===== src/sv/assert_macros.svh =====
// Assertion macros shared by the percent decoder modules.
`ifndef ASSERT_MACROS_SVH
`define ASSERT_MACROS_SVH

// Check prop on every rising edge of clk, ignored while rst is high.
`define ASSERT_CLK(label, prop, msg) \
  label: assert property (@(posedge clk) disable iff (rst) (prop)) else $error(msg);

// Check prop on every rising edge of clk, reset included.
`define ASSERT_ALWAYS(label, prop, msg) \
  label: assert property (@(posedge clk) (prop)) else $error(msg);

`endif


===== src/sv/pcd_pkg.sv =====
`default_nettype none

package pcd_pkg;

  localparam logic [7:0] CH_PERCENT = 8'h25;
  localparam logic [7:0] CH_PLUS    = 8'h2B;
  localparam logic [7:0] CH_SPACE   = 8'h20;

  // Most words that one input byte can give.
  localparam int unsigned MaxRes = 3;

  typedef enum logic [1:0] {
    PH_IDLE = 2'd0,
    PH_PCT  = 2'd1,
    PH_DIG  = 2'd2
  } phase_t;

  typedef logic [1:0] res_cnt_t;

  // Words given by one accepted byte, in order from slot 0.
  typedef struct packed {
    logic [MaxRes-1:0][7:0] bytes;
    res_cnt_t               count;
    logic                   str_last;
  } pcd_res_t;

  function automatic logic is_hex(input logic [7:0] c);
    return ((c >= 8'h30) && (c <= 8'h39)) ||
           ((c >= 8'h61) && (c <= 8'h66)) ||
           ((c >= 8'h41) && (c <= 8'h46));
  endfunction

  function automatic logic [3:0] hex_val(input logic [7:0] c);
    logic [7:0] v;
    if (c <= 8'h39) begin
      v = c - 8'h30;
    end else if (c >= 8'h61) begin
      v = c - 8'h57;
    end else begin
      v = c - 8'h37;
    end
    return v[3:0];
  endfunction

endpackage

`default_nettype wire


===== src/sv/pcd_decode.sv =====
`default_nettype none
`include "assert_macros.svh"

module pcd_decode (
  input  wire logic            clk,
  input  wire logic            rst,
  input  wire logic            cfg_we,
  input  wire logic            cfg_wdata,
  input  wire logic            acc,
  input  wire logic [7:0]      in_byte,
  input  wire logic            in_last,
  output pcd_pkg::pcd_res_t    res
);
  import pcd_pkg::*;

  logic            plus_as_space;
  phase_t          phase;
  phase_t          phase_next;
  logic [7:0]      held_digit;
  logic [7:0]      held_digit_next;

  logic [MaxRes-1:0][7:0] bytes;
  res_cnt_t        n;
  logic            do_plain;
  logic [7:0]      plain_byte;

  assign plain_byte = (plus_as_space && (in_byte == CH_PLUS)) ? CH_SPACE : in_byte;

  always_comb begin
    bytes           = '0;
    n               = '0;
    phase_next      = PH_IDLE;
    held_digit_next = held_digit;
    do_plain        = 1'b0;

    // Broken or finished escapes first, then the byte itself if still pending.
    unique case (phase)
      PH_PCT: begin
        if (is_hex(in_byte)) begin
          held_digit_next = in_byte;
          phase_next      = PH_DIG;
        end else begin
          bytes[n] = CH_PERCENT;
          n        = n + 2'd1;
          do_plain = 1'b1;
        end
      end
      PH_DIG: begin
        if (is_hex(in_byte) && is_hex(held_digit)) begin
          bytes[n] = {hex_val(held_digit), hex_val(in_byte)};
          n        = n + 2'd1;
        end else begin
          bytes[n] = CH_PERCENT;
          n        = n + 2'd1;
          bytes[n] = held_digit;
          n        = n + 2'd1;
          do_plain = 1'b1;
        end
      end
      default: begin
        do_plain = 1'b1;
      end
    endcase

    if (do_plain) begin
      if (in_byte == CH_PERCENT) begin
        phase_next = PH_PCT;
      end else begin
        bytes[n] = plain_byte;
        n        = n + 2'd1;
      end
    end

    // Flush whatever the last byte leaves held.
    if (in_last) begin
      if (phase_next == PH_PCT) begin
        bytes[n] = CH_PERCENT;
        n        = n + 2'd1;
      end else if (phase_next == PH_DIG) begin
        bytes[n] = CH_PERCENT;
        n        = n + 2'd1;
        bytes[n] = held_digit_next;
        n        = n + 2'd1;
      end
      phase_next = PH_IDLE;
    end
  end

  assign res.bytes    = bytes;
  assign res.count    = n;
  assign res.str_last = in_last;

  always_ff @(posedge clk) begin
    if (rst) begin
      plus_as_space <= 1'b0;
      phase         <= PH_IDLE;
      held_digit    <= '0;
    end else begin
      if (cfg_we) begin
        plus_as_space <= cfg_wdata;
      end
      if (acc) begin
        phase      <= phase_next;
        held_digit <= held_digit_next;
      end
    end
  end

  `ASSERT_CLK(a_last_gives_word, (acc && in_last) |-> (n != 2'd0), "last byte gave no word")
  `ASSERT_CLK(a_last_clears, (acc && in_last) |=> (phase == PH_IDLE), "escape held past last byte")

endmodule

`default_nettype wire


===== src/sv/pcd_outbuf.sv =====
`default_nettype none
`include "assert_macros.svh"

module pcd_outbuf (
  input  wire logic            clk,
  input  wire logic            rst,
  input  wire logic            load,
  input  wire pcd_pkg::pcd_res_t res,
  output logic                 can_load,
  output logic                 out_valid,
  input  wire logic            out_ready,
  output logic [7:0]           out_byte,
  output logic                 run_last,
  output logic                 string_end
);
  import pcd_pkg::*;

  logic [MaxRes-1:0][7:0] bytes;
  logic                   str_last;
  res_cnt_t               cnt;
  res_cnt_t               idx;
  logic                   pop;

  assign out_valid  = (cnt != 2'd0);
  assign pop        = out_valid && out_ready;
  assign out_byte   = bytes[idx];
  assign run_last   = (cnt == 2'd1);
  assign string_end = (cnt == 2'd1) && str_last;
  // Take a new byte when empty or as the final word leaves this cycle.
  assign can_load   = (cnt == 2'd0) || ((cnt == 2'd1) && out_ready);

  always_ff @(posedge clk) begin
    if (rst) begin
      cnt <= '0;
      idx <= '0;
    end else if (load) begin
      cnt <= res.count;
      idx <= '0;
    end else if (pop) begin
      cnt <= cnt - 2'd1;
      idx <= idx + 2'd1;
    end
  end

  always_ff @(posedge clk) begin
    if (load) begin
      bytes    <= res.bytes;
      str_last <= res.str_last;
    end
  end

  `ASSERT_CLK(a_slot_range, (cnt != 2'd0) |-> ({1'b0, idx} + {1'b0, cnt} <= 3'd3),
    "word slot out of range")
  `ASSERT_CLK(a_load_safe, load |-> ((cnt == 2'd0) || ((cnt == 2'd1) && pop)),
    "waiting word overwritten")
  `ASSERT_CLK(a_load_restart, load |=> (idx == 2'd0), "slot index not restarted")

endmodule

`default_nettype wire


===== src/sv/percent_decoder.sv =====
// URL percent decoder. Raw bytes enter on in_byte/in_last, one per cycle;
// decoded words leave on out_byte with run_last marking the final word of
// each input byte and string_end the final word of the string. Every input
// byte gives zero to three words, so the input side runs at one byte per
// cycle while each byte gives at most one word and out_ready is high; a
// byte giving more holds the input until its last word leaves the single
// three-slot result register, which sends one word a cycle if out_ready.
// Write plus_as_space through cfg_we/cfg_wdata only while idle.
`default_nettype none

module percent_decoder (
  input  wire logic       clk,
  input  wire logic       rst,
  input  wire logic       cfg_we,
  input  wire logic       cfg_wdata,
  input  wire logic       in_valid,
  output logic            in_ready,
  input  wire logic [7:0] in_byte,
  input  wire logic       in_last,
  output logic            out_valid,
  input  wire logic       out_ready,
  output logic [7:0]      out_byte,
  output logic            run_last,
  output logic            string_end
);
  import pcd_pkg::*;

  pcd_res_t res;
  logic     acc;
  logic     can_load;

  assign in_ready = can_load;
  assign acc      = in_valid && can_load;

  pcd_decode u_decode (
    .clk       (clk),
    .rst       (rst),
    .cfg_we    (cfg_we),
    .cfg_wdata (cfg_wdata),
    .acc       (acc),
    .in_byte   (in_byte),
    .in_last   (in_last),
    .res       (res)
  );

  pcd_outbuf u_outbuf (
    .clk        (clk),
    .rst        (rst),
    .load       (acc),
    .res        (res),
    .can_load   (can_load),
    .out_valid  (out_valid),
    .out_ready  (out_ready),
    .out_byte   (out_byte),
    .run_last   (run_last),
    .string_end (string_end)
  );

endmodule

`default_nettype wire

===== config.mk =====
export PLATFORM = sky130hd
export DESIGN_NAME = percent_decoder
export DESIGN_NICKNAME = d
export VERILOG_FILES = /design/src/sv/pcd_pkg.sv /design/src/sv/pcd_decode.sv /design/src/sv/pcd_outbuf.sv /design/src/sv/percent_decoder.sv
export VERILOG_INCLUDE_DIRS = /design/src /design/src/sv
export SDC_FILE = /design/constraint.sdc
export NUM_CORES = 1
export LEC_CHECK = 0
export ABC_AREA = 1
export BUFFER_PORTS_ARGS = -buffer_cell sky130_fd_sc_hd__buf_2
export CAP_MARGIN = 40
export CORE_UTILIZATION = 36
export CTS_BUF_LIST = sky130_fd_sc_hd__clkbuf_4 sky130_fd_sc_hd__clkbuf_8
export CTS_CLUSTER_SIZE = 20
export DETAILED_ROUTE_END_ITERATION = 7
export PLACE_DENSITY = 0.58
export SYNTH_ARGS = -nofsm -noshare
export SYNTH_HDL_FRONTEND = slang
export SYNTH_SLANG_ARGS = --single-unit

===== constraint.sdc =====
create_clock -name clk -period 3.45 [get_ports clk]
set_input_delay 0.69 -clock clk [delete_from_list [all_inputs] [get_ports clk]]
set_output_delay 0.69 -clock clk [all_outputs]
set_load 0.01 [all_outputs]

After elaboration in Yosys (flattened, before gate mapping)
Index checks and enable logic that the tools add are counted.
{"block": "totals", "ff_bits": 40, "latch_bits": 0, "ramBits": 0, "romBits": 0, "in_bits": 15, "wordCells": 118, "n_memories": 0}
{"block": "classes", "n_addsub": 11, "mul": 0, "div_mod_pow": 0, "order_cmp": 19, "n_eq_ne": 7, "shift": 0, "n_mux": 45, "bitwise": 3, "reduce_logical": 24}
{"cell": "$mux W24", "n": 5}
{"cell": "$mux W8", "n": 10}
{"cell": "$bwmux W24", "n": 2}
{"cell": "$demux W8 S2", "n": 3}
{"cell": "$ge A8 B7 Y1 const B", "n": 4}
{"cell": "$le A8 B7 Y1 const B", "n": 4}
{"cell": "$mux W2", "n": 13}
{"cell": "$bmux W8 S2", "n": 1}
{"cell": "$eq A8 B6 Y1 const B", "n": 2}
{"cell": "$ge A8 B6 Y1 const B", "n": 2}
{"cell": "$le A8 B6 Y1 const B", "n": 2}
{"cell": "$mux W4", "n": 4}
{"cell": "$pmux W8 S2", "n": 1}
{"cell": "$sub A4 B3 Y4 const B", "n": 4}
{"cell": "$and A15 B15 Y15", "n": 1}
{"cell": "$logic_and A1 B1 Y1", "n": 15}
{"cell": "$not A15 Y15", "n": 1}
{"cell": "$lt A2 B3 Y1 const B", "n": 4}
{"cell": "$or A9 B9 Y9", "n": 1}
{"cell": "$add A2 B1 Y2 const B", "n": 4}
{"cell": "$sub A4 B1 Y4 const B", "n": 2}
{"cell": "$eq A2 B1 Y1 const B", "n": 3}
{"cell": "$ge A2 B1 Y1 const B", "n": 3}
{"cell": "$mux W6", "n": 1}
{"cell": "9 further kinds", "n": 17}

Depth between registers and ports, before layout
Gate-level depths: netlist of run 1.
{"block": "logic_depth", "word_depth": 20, "depth_mapped": 22, "ltp_nobuf": 22}

Hierarchy
A second synthesis of run 1 with hierarchy kept.
{"block": "unflattened", "cells_unflattened": 461, "hier_area_um2": 3173.0}
{"mod": "pcd_decode", "instances": 1, "cells_each": 357, "area_each_um2": 1979.4}
{"mod": "pcd_outbuf", "instances": 1, "cells_each": 102, "area_each_um2": 1186.1}
{"mod": "percent_decoder", "instances": 1, "cells_each": 2, "area_each_um2": 7.5}

Worst setup path after synthesis of run 1
No wires, ideal clock.
{"block": "synth_timing", "path_kind": "input -> register", "startpoint": "input in_byte[1]", "endpoint": "register u_outbuf.bytes[0] in the netlist's numbering, data pin", "t_arrival_ns": 2.984, "t_required_ns": 3.189, "slack_ns": 0.206, "cell_stages": 19, "n_path_buf": 0, "path_cell_list": "inv_1 ha_1 inv_1 nor2_1 a21oi_1 nand2_1 nand2_2 a21oi_1 nand2_1 ha_1 o21ai_0 nand2_1 inv_1 ha_1 nand2_2 nor2_1 inv_1 nor2_1 a21oi_2"}
{"element": "start: declaration", "line_no": "percent_decoder.sv:18", "rtl": "input wire logic [7:0] in_byte,"}
{"element": "end signal: assignment", "line_no": "pcd_outbuf.sv:47", "rtl": "bytes <= res.bytes;"}
{"element": "end: declaration", "line_no": "pcd_outbuf.sv:18", "rtl": "logic [MaxRes-1:0][7:0] bytes;"}

==> results of run 1 <==
## layout make-up
type,count,share of cell area
multi-input combinational,343,0.502
clock buffer,5,0.0188
inverter,64,0.0656
tap,105,0.0359
timing repair buffer,45,0.0745
clock inverter,2,0.0164
sequential,40,0.287
## power by group through the flow
stage / logic (mW) / clock network (mW) / registers [mW]
finish: 0.412 / 0.452 / 0.654
global route: 0.463 / 0.481 / 0.665
CTS: 0.415 / 0.459 / 0.656
detailed placement: 0.414 / 0 / 0.667
global placement: 0.409 / 0 / 0.665
floorplan: 0.272 / 0 / 0.648
## layer usage
layer,vias up,wire [µm],GRT usage
met4,0,401,0.106
met3,26,545,0.0284
met2,135,4050,0.340
met5,-,0,0
met1,1462,4330,0.298
li1,1601,-,-
## flip-flops by register name, indices dropped and copies added, names as in the netlist
| register | cells |
|---|---|
| u_outbuf.cnt | 2 |
| u_outbuf.bytes | 24 |
| u_decode.phase | 2 |
| u_decode.held_digit | 8 |
| u_outbuf.idx | 2 |
| u_decode.plus_as_space | 1 |
| u_outbuf.str_last | 1 |
## layout by cell type (no fill, tap or decap), types with 3 or more instances in the layout
| cell | synthesis | final |
|---|---|---|
| inv_2 | 8 | 8 |
| o21ai_0 | 23 | 23 |
| nor2_2 | 5 | 4 |
| buf_2 | 3 | 26 |
| nand2_1 | 99 | 99 |
| clkbuf_8 | 0 | 5 |
| o22ai_1 | 9 | 9 |
| a21oi_1 | 27 | 26 |
| dfxtp_1 | 15 | 14 |
| nand3_1 | 51 | 51 |
| o21ai_1 | 8 | 8 |
| nor3_1 | 10 | 10 |
| ha_1 | 17 | 16 |
| edfxtp_1 | 25 | 25 |
| o31ai_1 | 8 | 8 |
| nor2_1 | 54 | 54 |
| inv_1 | 55 | 55 |
| buf_4 | 1 | 19 |
| nand3_2 | 5 | 5 |
| a21oi_2 | 2 | 3 |
| nand2_2 | 6 | 6 |
## per-stage QoR
step / setup WS (ns) / area (µm²)
finish: 0.270 / 3660
floorplan: 0.206 / 3170
detailed placement: -0.106 / 3520
global placement: -0.0105 / 3520
CTS: 0.196 / 3650
global route: 0.0111 / 3660
## critical path, stage by stage
cell	delay, ns
buf_2	0.13
inv_1	0.07
ha_1	0.20
inv_1	0.07
nand2_1	0.04
nand2_1	0.06
nand2_1	0.08
nand3_2	0.07
nand2_2	0.08
a21oi_2	0.18
nand2_1	0.09
ha_1	0.30
o21ai_0	0.18
nand2_1	0.16
inv_1	0.11
ha_1	0.17
o21ai_0	0.10
nand2_1	0.08
nand2_1	0.10
nand3_1	0.11
o21ai_0	0.13
## logic make-up (layout without fill, tap and decap cells)
logic type,after synthesis,count (layout)
AOI/OAI and AO/OA,85,85
xor gates and xnor gates,3,3
adders and majority gates,17,17
buffers and inverters,74,116
DFF,40,40
and+or+nand+nor,238,238
## how the worst max path moves through the flow
stage	startpoint	to	slack [ns]
2_1_floorplan	in_byte[1]	u_outbuf.bytes[0]	0.21
3_3_place_gp	in_byte[0]	u_outbuf.bytes[17]	-0.01
3_5_place_dp	in_byte[0]	u_outbuf.bytes[17]	-0.11
4_1_cts	in_byte[0]	u_outbuf.bytes[17]	0.20
5_1_grt	in_byte[0]	u_outbuf.bytes[17]	0.01
6_report	in_byte[0]	u_outbuf.bytes[17]	0.27
==> results.cfg, run 1 <==
[place]
place_congestion = 0.970
port_buffers = 26
place_hpwl_um = 7610
dpl.cell_count = 597

[layout]
stdcell_count = 604
multiInputGateArea_um2 = 1840
final_core_util = 0.437
layout-drive-gt1-share = 0.178
nNetsFinal = 531
regArea_um2 = 1050
fill_cells = 875
diodes = 0
syn_to_final_growth_pct = 15.5

[status]
status = finished, final reports clean

[clocking]
tritoncts = yes
cts_setup_buffers = 0
clk_path_buf_depth = 2
insertion_delay_ns = 0.30
hold_buffers = 0
cts_root_buf = clkbuf_8
cts_buffers = 5
cts-htree-levels = 2
path_clk_slew_ns = 0.08
clock-sinks = 40
cts_resized = 0

[worst_hold_path]
hp-start = u_decode.held_digit[7]
hp-class = reg2reg
min_to = u_decode.held_digit[7]
worst_hold_path.num_cells = 2

[logic_synthesis]
yosys-mux-area-fraction = 0
yosys-top-cells-count = 99 x nand2_1, 55 x inv_1, 54 x nor2_1
synth_top_area_cell = edfxtp_1
synth-simple-area-share = 0.346
yosysTopAreaCellShare = 0.237
netlist_area_um2 = 3170
synth_compound_area_frac = 0.155
yosysSeqAreaShare = 0.331
synth_top_family_by_area = simple AND/OR/NAND/NOR gates
synthAdderAreaFrac = 0.0671
ys_types = 37
synth-xor-area-share = 0.00829
async_reset_ff_frac = 0
synth-seq-cells = 40
synth_area_leaders = edfxtp_1 24%, nand2_1 12%, dfxtp_1 9.5%, nand3_1 8.1%, ha_1 6.7%
syn_nets = 489
synthFlopType = edfxtp_1
synth.most_common_cell = nand2_1
netlist_instances = 457
synth_edf_count = 25
yosys_warnings = 0
avgSynthCellArea_um2 = 6.94

[timing]
fmax_mhz = 314
fin_crit_sh = 0.922
hold_violations = 0
worst_pin_slew_ns = 0.554
tns_ns = 0
relSlewSlack = 0.630
finalSetupViolCount = 0
drv_slew = 0
hold_slack_ns = 0.505
fin_skew_ns = 0.0135
rsz0062_at_grt = false
min_period_ns = 3.18

[power_and_ir_drop]
p_seq_frac = 0.431
finalPower_mw = 1.52
p_per_area_nw_per_um2 = 414
p_comb_frac = 0.271
internal_power_mw = 1.04
clkPwrFrac = 0.298
p_sw_frac = 0.312
switching_power_mw = 0.474
p_leak_nw = 1.65
peakVddDrop_uv = 127

[setup_path]
critPathRequiredTime_ns = 3.46
worstSetupPathType = in2reg
crit_fanout = 5
timing.rr.end = u_outbuf.bytes[17]
timing.rr.start = u_decode.held_digit[0]
reg2reg_depth = 19
rrSetupSlack_ns = 0.39
crit_arrival_ns = 3.19
startpoint_type = input pin
worstSetupEndpointType = flip-flop

[floorplan]
ios = 27
dieArea_um2 = 9190
initial_core_util = 0.378
fp.coreArea_um2 = 8380
die_w_um = 95.8
core.rowCount = 33
die_y_um = 95.8

[global_routing]
grt_pass1_vias = 2950
overflow = 0
grt_usage = 0.218
antenna_found_initial = 0
grt_max_degree = 18
grt_pass1_wl_um = 15100

[run]
max-cap-violations = 0

[routing]
drt-initial-drc-count = 185
wire_per_inst_um = 15.4
drt-vias-per-instance = 5.34
antenna_left = 0
drtPass1Iterations = 5
drc = 0
routed_wl_um = 9330
vias = 3224
(Power assumes the default switching activity.)
==> run 2, diff against run 1 <==
--- a/config.mk
+++ b/config.mk
@@ -7,6 +7,7 @@
 export NUM_CORES = 1
 export LEC_CHECK = 0
 export ABC_AREA = 1
+export ABC_CLOCK_PERIOD_IN_PS = 3450
 export BUFFER_PORTS_ARGS = -buffer_cell sky130_fd_sc_hd__buf_2
 export CAP_MARGIN = 40
 export CORE_UTILIZATION = 36
==> constraint.sdc (replaced) <==
create_clock -name clk -period 3.45 [get_ports clk]
set_input_delay 0.5175 -clock clk [delete_from_list [all_inputs] [get_ports clk]]
set_output_delay 0.5175 -clock clk [all_outputs]
set_load 0.01 [all_outputs]
==> run 2 against run 1 <==
Net effect:
- flip-flop and latch count did not move
- clock skew shrank 0.0029 ns
- clock-buffer cell count did not move
- worst setup slack improved by 0.047 ns
- design area shrank 1.5%
- die area is the same
- combinational power decreased by 1%
- fmax grew 1.5%
- non-clock buffer count fell by 4
- wire length rose by 4.2%
- critical endpoint is now u_outbuf.bytes[15]
- highest routed layer unchanged
==> results.cfg, run 2 (synthesis gave the netlist of run 1 again) <==
[timing]
min_period_ns = 3.13
rsz0062_at_grt = false
relSlewSlack = 0.618
worst_pin_slew_ns = 0.573
hold_violations = 0
tns_ns = 0
fin_skew_ns = 0.0107
drv_slew = 0
fmax_mhz = 319
finalSetupViolCount = 0
fin_crit_sh = 0.908
finalWorstSetupSlack_ns = 0.318

[routing]
wire_per_inst_um = 16.2
routed_wl_um = 9720
drt-vias-per-instance = 5.38
drt-initial-drc-count = 290
vias = 3231
drtPass1Iterations = 6
antenna_left = 0
drc = 0

[layout]
syn_to_final_growth_pct = 13.8
nNetsFinal = 527
largest_reg_flops = 24
regMostFlops = u_outbuf.bytes
diodes = 0
layout_common_cells = 99 x nand2_1, 55 x inv_1, 54 x nor2_1, 51 x nand3_1, 27 x a21oi_1
top_regs = u_outbuf.bytes x24, u_decode.held_digit x8
stdcell_count = 601
final_common_cell = nand2_1
layout-drive-gt1-share = 0.173

[global_routing]
antenna_found_initial = 0
grt_usage = 0.227
grt_max_degree = 18
grt_pass1_vias = 3031
grt_pass1_wl_um = 15600
overflow = 0

[place]
dpl.cell_count = 592
port_buffers = 26
place_congestion = 0.997
dpl_worst_slack_ns = 0.0504
place_hpwl_um = 7740

[clocking]
clock-sinks = 40
hold_buffers = 0
insertion_delay_ns = 0.30
tritoncts = yes
cts_buffers = 5
clk_path_buf_depth = 2
cts_root_buf = clkbuf_8
path_clk_slew_ns = 0.09
cts-htree-levels = 2

[power_and_ir_drop]
peakVddDrop_uv = 146
internal_power_mw = 0.972
p_per_area_nw_per_um2 = 404
p_leak_nw = 1.62
p_seq_frac = 0.450
clkPwrFrac = 0.271
p_comb_frac = 0.279
switching_power_mw = 0.487
p_sw_frac = 0.334

[setup_path]
startpoint = u_decode.held_digit[1]
rrSetupSlack_ns = 0.32
crit_arrival_ns = 3.25
worstSetupEndpointType = flip-flop
timing.rr.end = u_outbuf.bytes[15]
crit_fanout = 7
reg2reg_depth = 19
startpoint_type = flip-flop
critPathRequiredTime_ns = 3.57
worstSetupPathType = reg2reg
timing.rr.start = u_decode.held_digit[1]

[floorplan]
initial_core_util = 0.378
fp.coreArea_um2 = 8380
die_y_um = 95.8
core.rowCount = 33
ios = 27
dieArea_um2 = 9190
die_w_um = 95.8

[worst_hold_path]
hp-start = rst
hp-class = in2reg
worst_hold_path.num_cells = 2
min_to = u_decode.held_digit[7]

[status]
status = finished, final reports clean

[run]
max-cap-violations = 0
## run 2: cell count changes in the layout (fill, tap and decap cells not counted), sizes merged
cell      change
buf           -4
bufinv        -1
clkinv        +1
clkinvlp      +1
## run 2: layer usage
layer,vias to the layer above,GRT usage,wire length (µm),share of wire
li1,1598,-,-,-
met1,1495,0.306,4540,0.47
met2,119,0.377,4460,0.46
met3,19,0.0213,495,0.051
met4,0,0.0808,227,0.023
met5,-,0,0,0
## run 2: power groups by stage
stage / clock, mW / combinational [mW] / sequential, mW
after floorplan: 0 / 0.272 / 0.648
after global placement: 0 / 0.405 / 0.665
after detailed placement: 0 / 0.408 / 0.669
after CTS: 0.397 / 0.409 / 0.658
after global routing: 0.418 / 0.463 / 0.667
final: 0.395 / 0.407 / 0.656
## run 2: worst max path at each step
| stage | to | slack (ns) | depth (start not counted) |
|---|---|---|---|
| floorplan | u_outbuf.bytes[0] | 0.38 | 19 |
| global placement | u_outbuf.bytes[17] | 0.10 | 19 |
| detailed placement | u_outbuf.bytes[17] | 0.05 | 19 |
| CTS | u_outbuf.bytes[17] | 0.21 | 18 |
| global route | u_outbuf.bytes[17] | 0.02 | 20 |
| finish | u_outbuf.bytes[15] | 0.32 | 19 |
## run 2: final cells by class
type,instances,area [µm²]
repair buffers,41,243
flip-flops and latches,40,1050
inverters,64,240
multi-input cells,343,1830
clock inverters,3,42.5
fillers,895,4770
well taps,105,131
clock buffers,5,68.8
## run 2: per-stage QoR
stage	total power, mW	util	instance area (µm²)	hold WS (ns)
after floorplan	0.921	-	3170	0.447
after global placement	1.07	0.416	3480	0.485
after detailed placement	1.08	0.416	3480	0.484
after CTS	1.46	0.429	3600	0.390
after global routing	1.55	0.431	3610	0.381
final	1.46	0.431	3610	0.391
## run 2: what timing repair did
| action | in CTS | in global routing |
|---|---|---|
| resized for setup | 0 | 3 |
| buffers inserted | 0 | 1 |
| hold endpoints to repair | 0 | 0 |
| setup endpoints to repair | 0 | 10 |
## run 2: worst max-delay path, stage by stage, from the launching register on
cell and delay [ns]:
dfxtp_2 0.40, inv_1 0.10, ha_1 0.21, inv_1 0.05
nor2_1 0.03, a21oi_1 0.13, nand3_1 0.09, nor2_2 0.20
a21oi_1 0.12, nand2_1 0.11, ha_1 0.23, o21ai_0 0.18
nand2_1 0.14, buf_4 0.16, ha_1 0.17, inv_1 0.13
nand2_2 0.10, nand2_2 0.12, inv_2 0.06, nor3_2 0.19
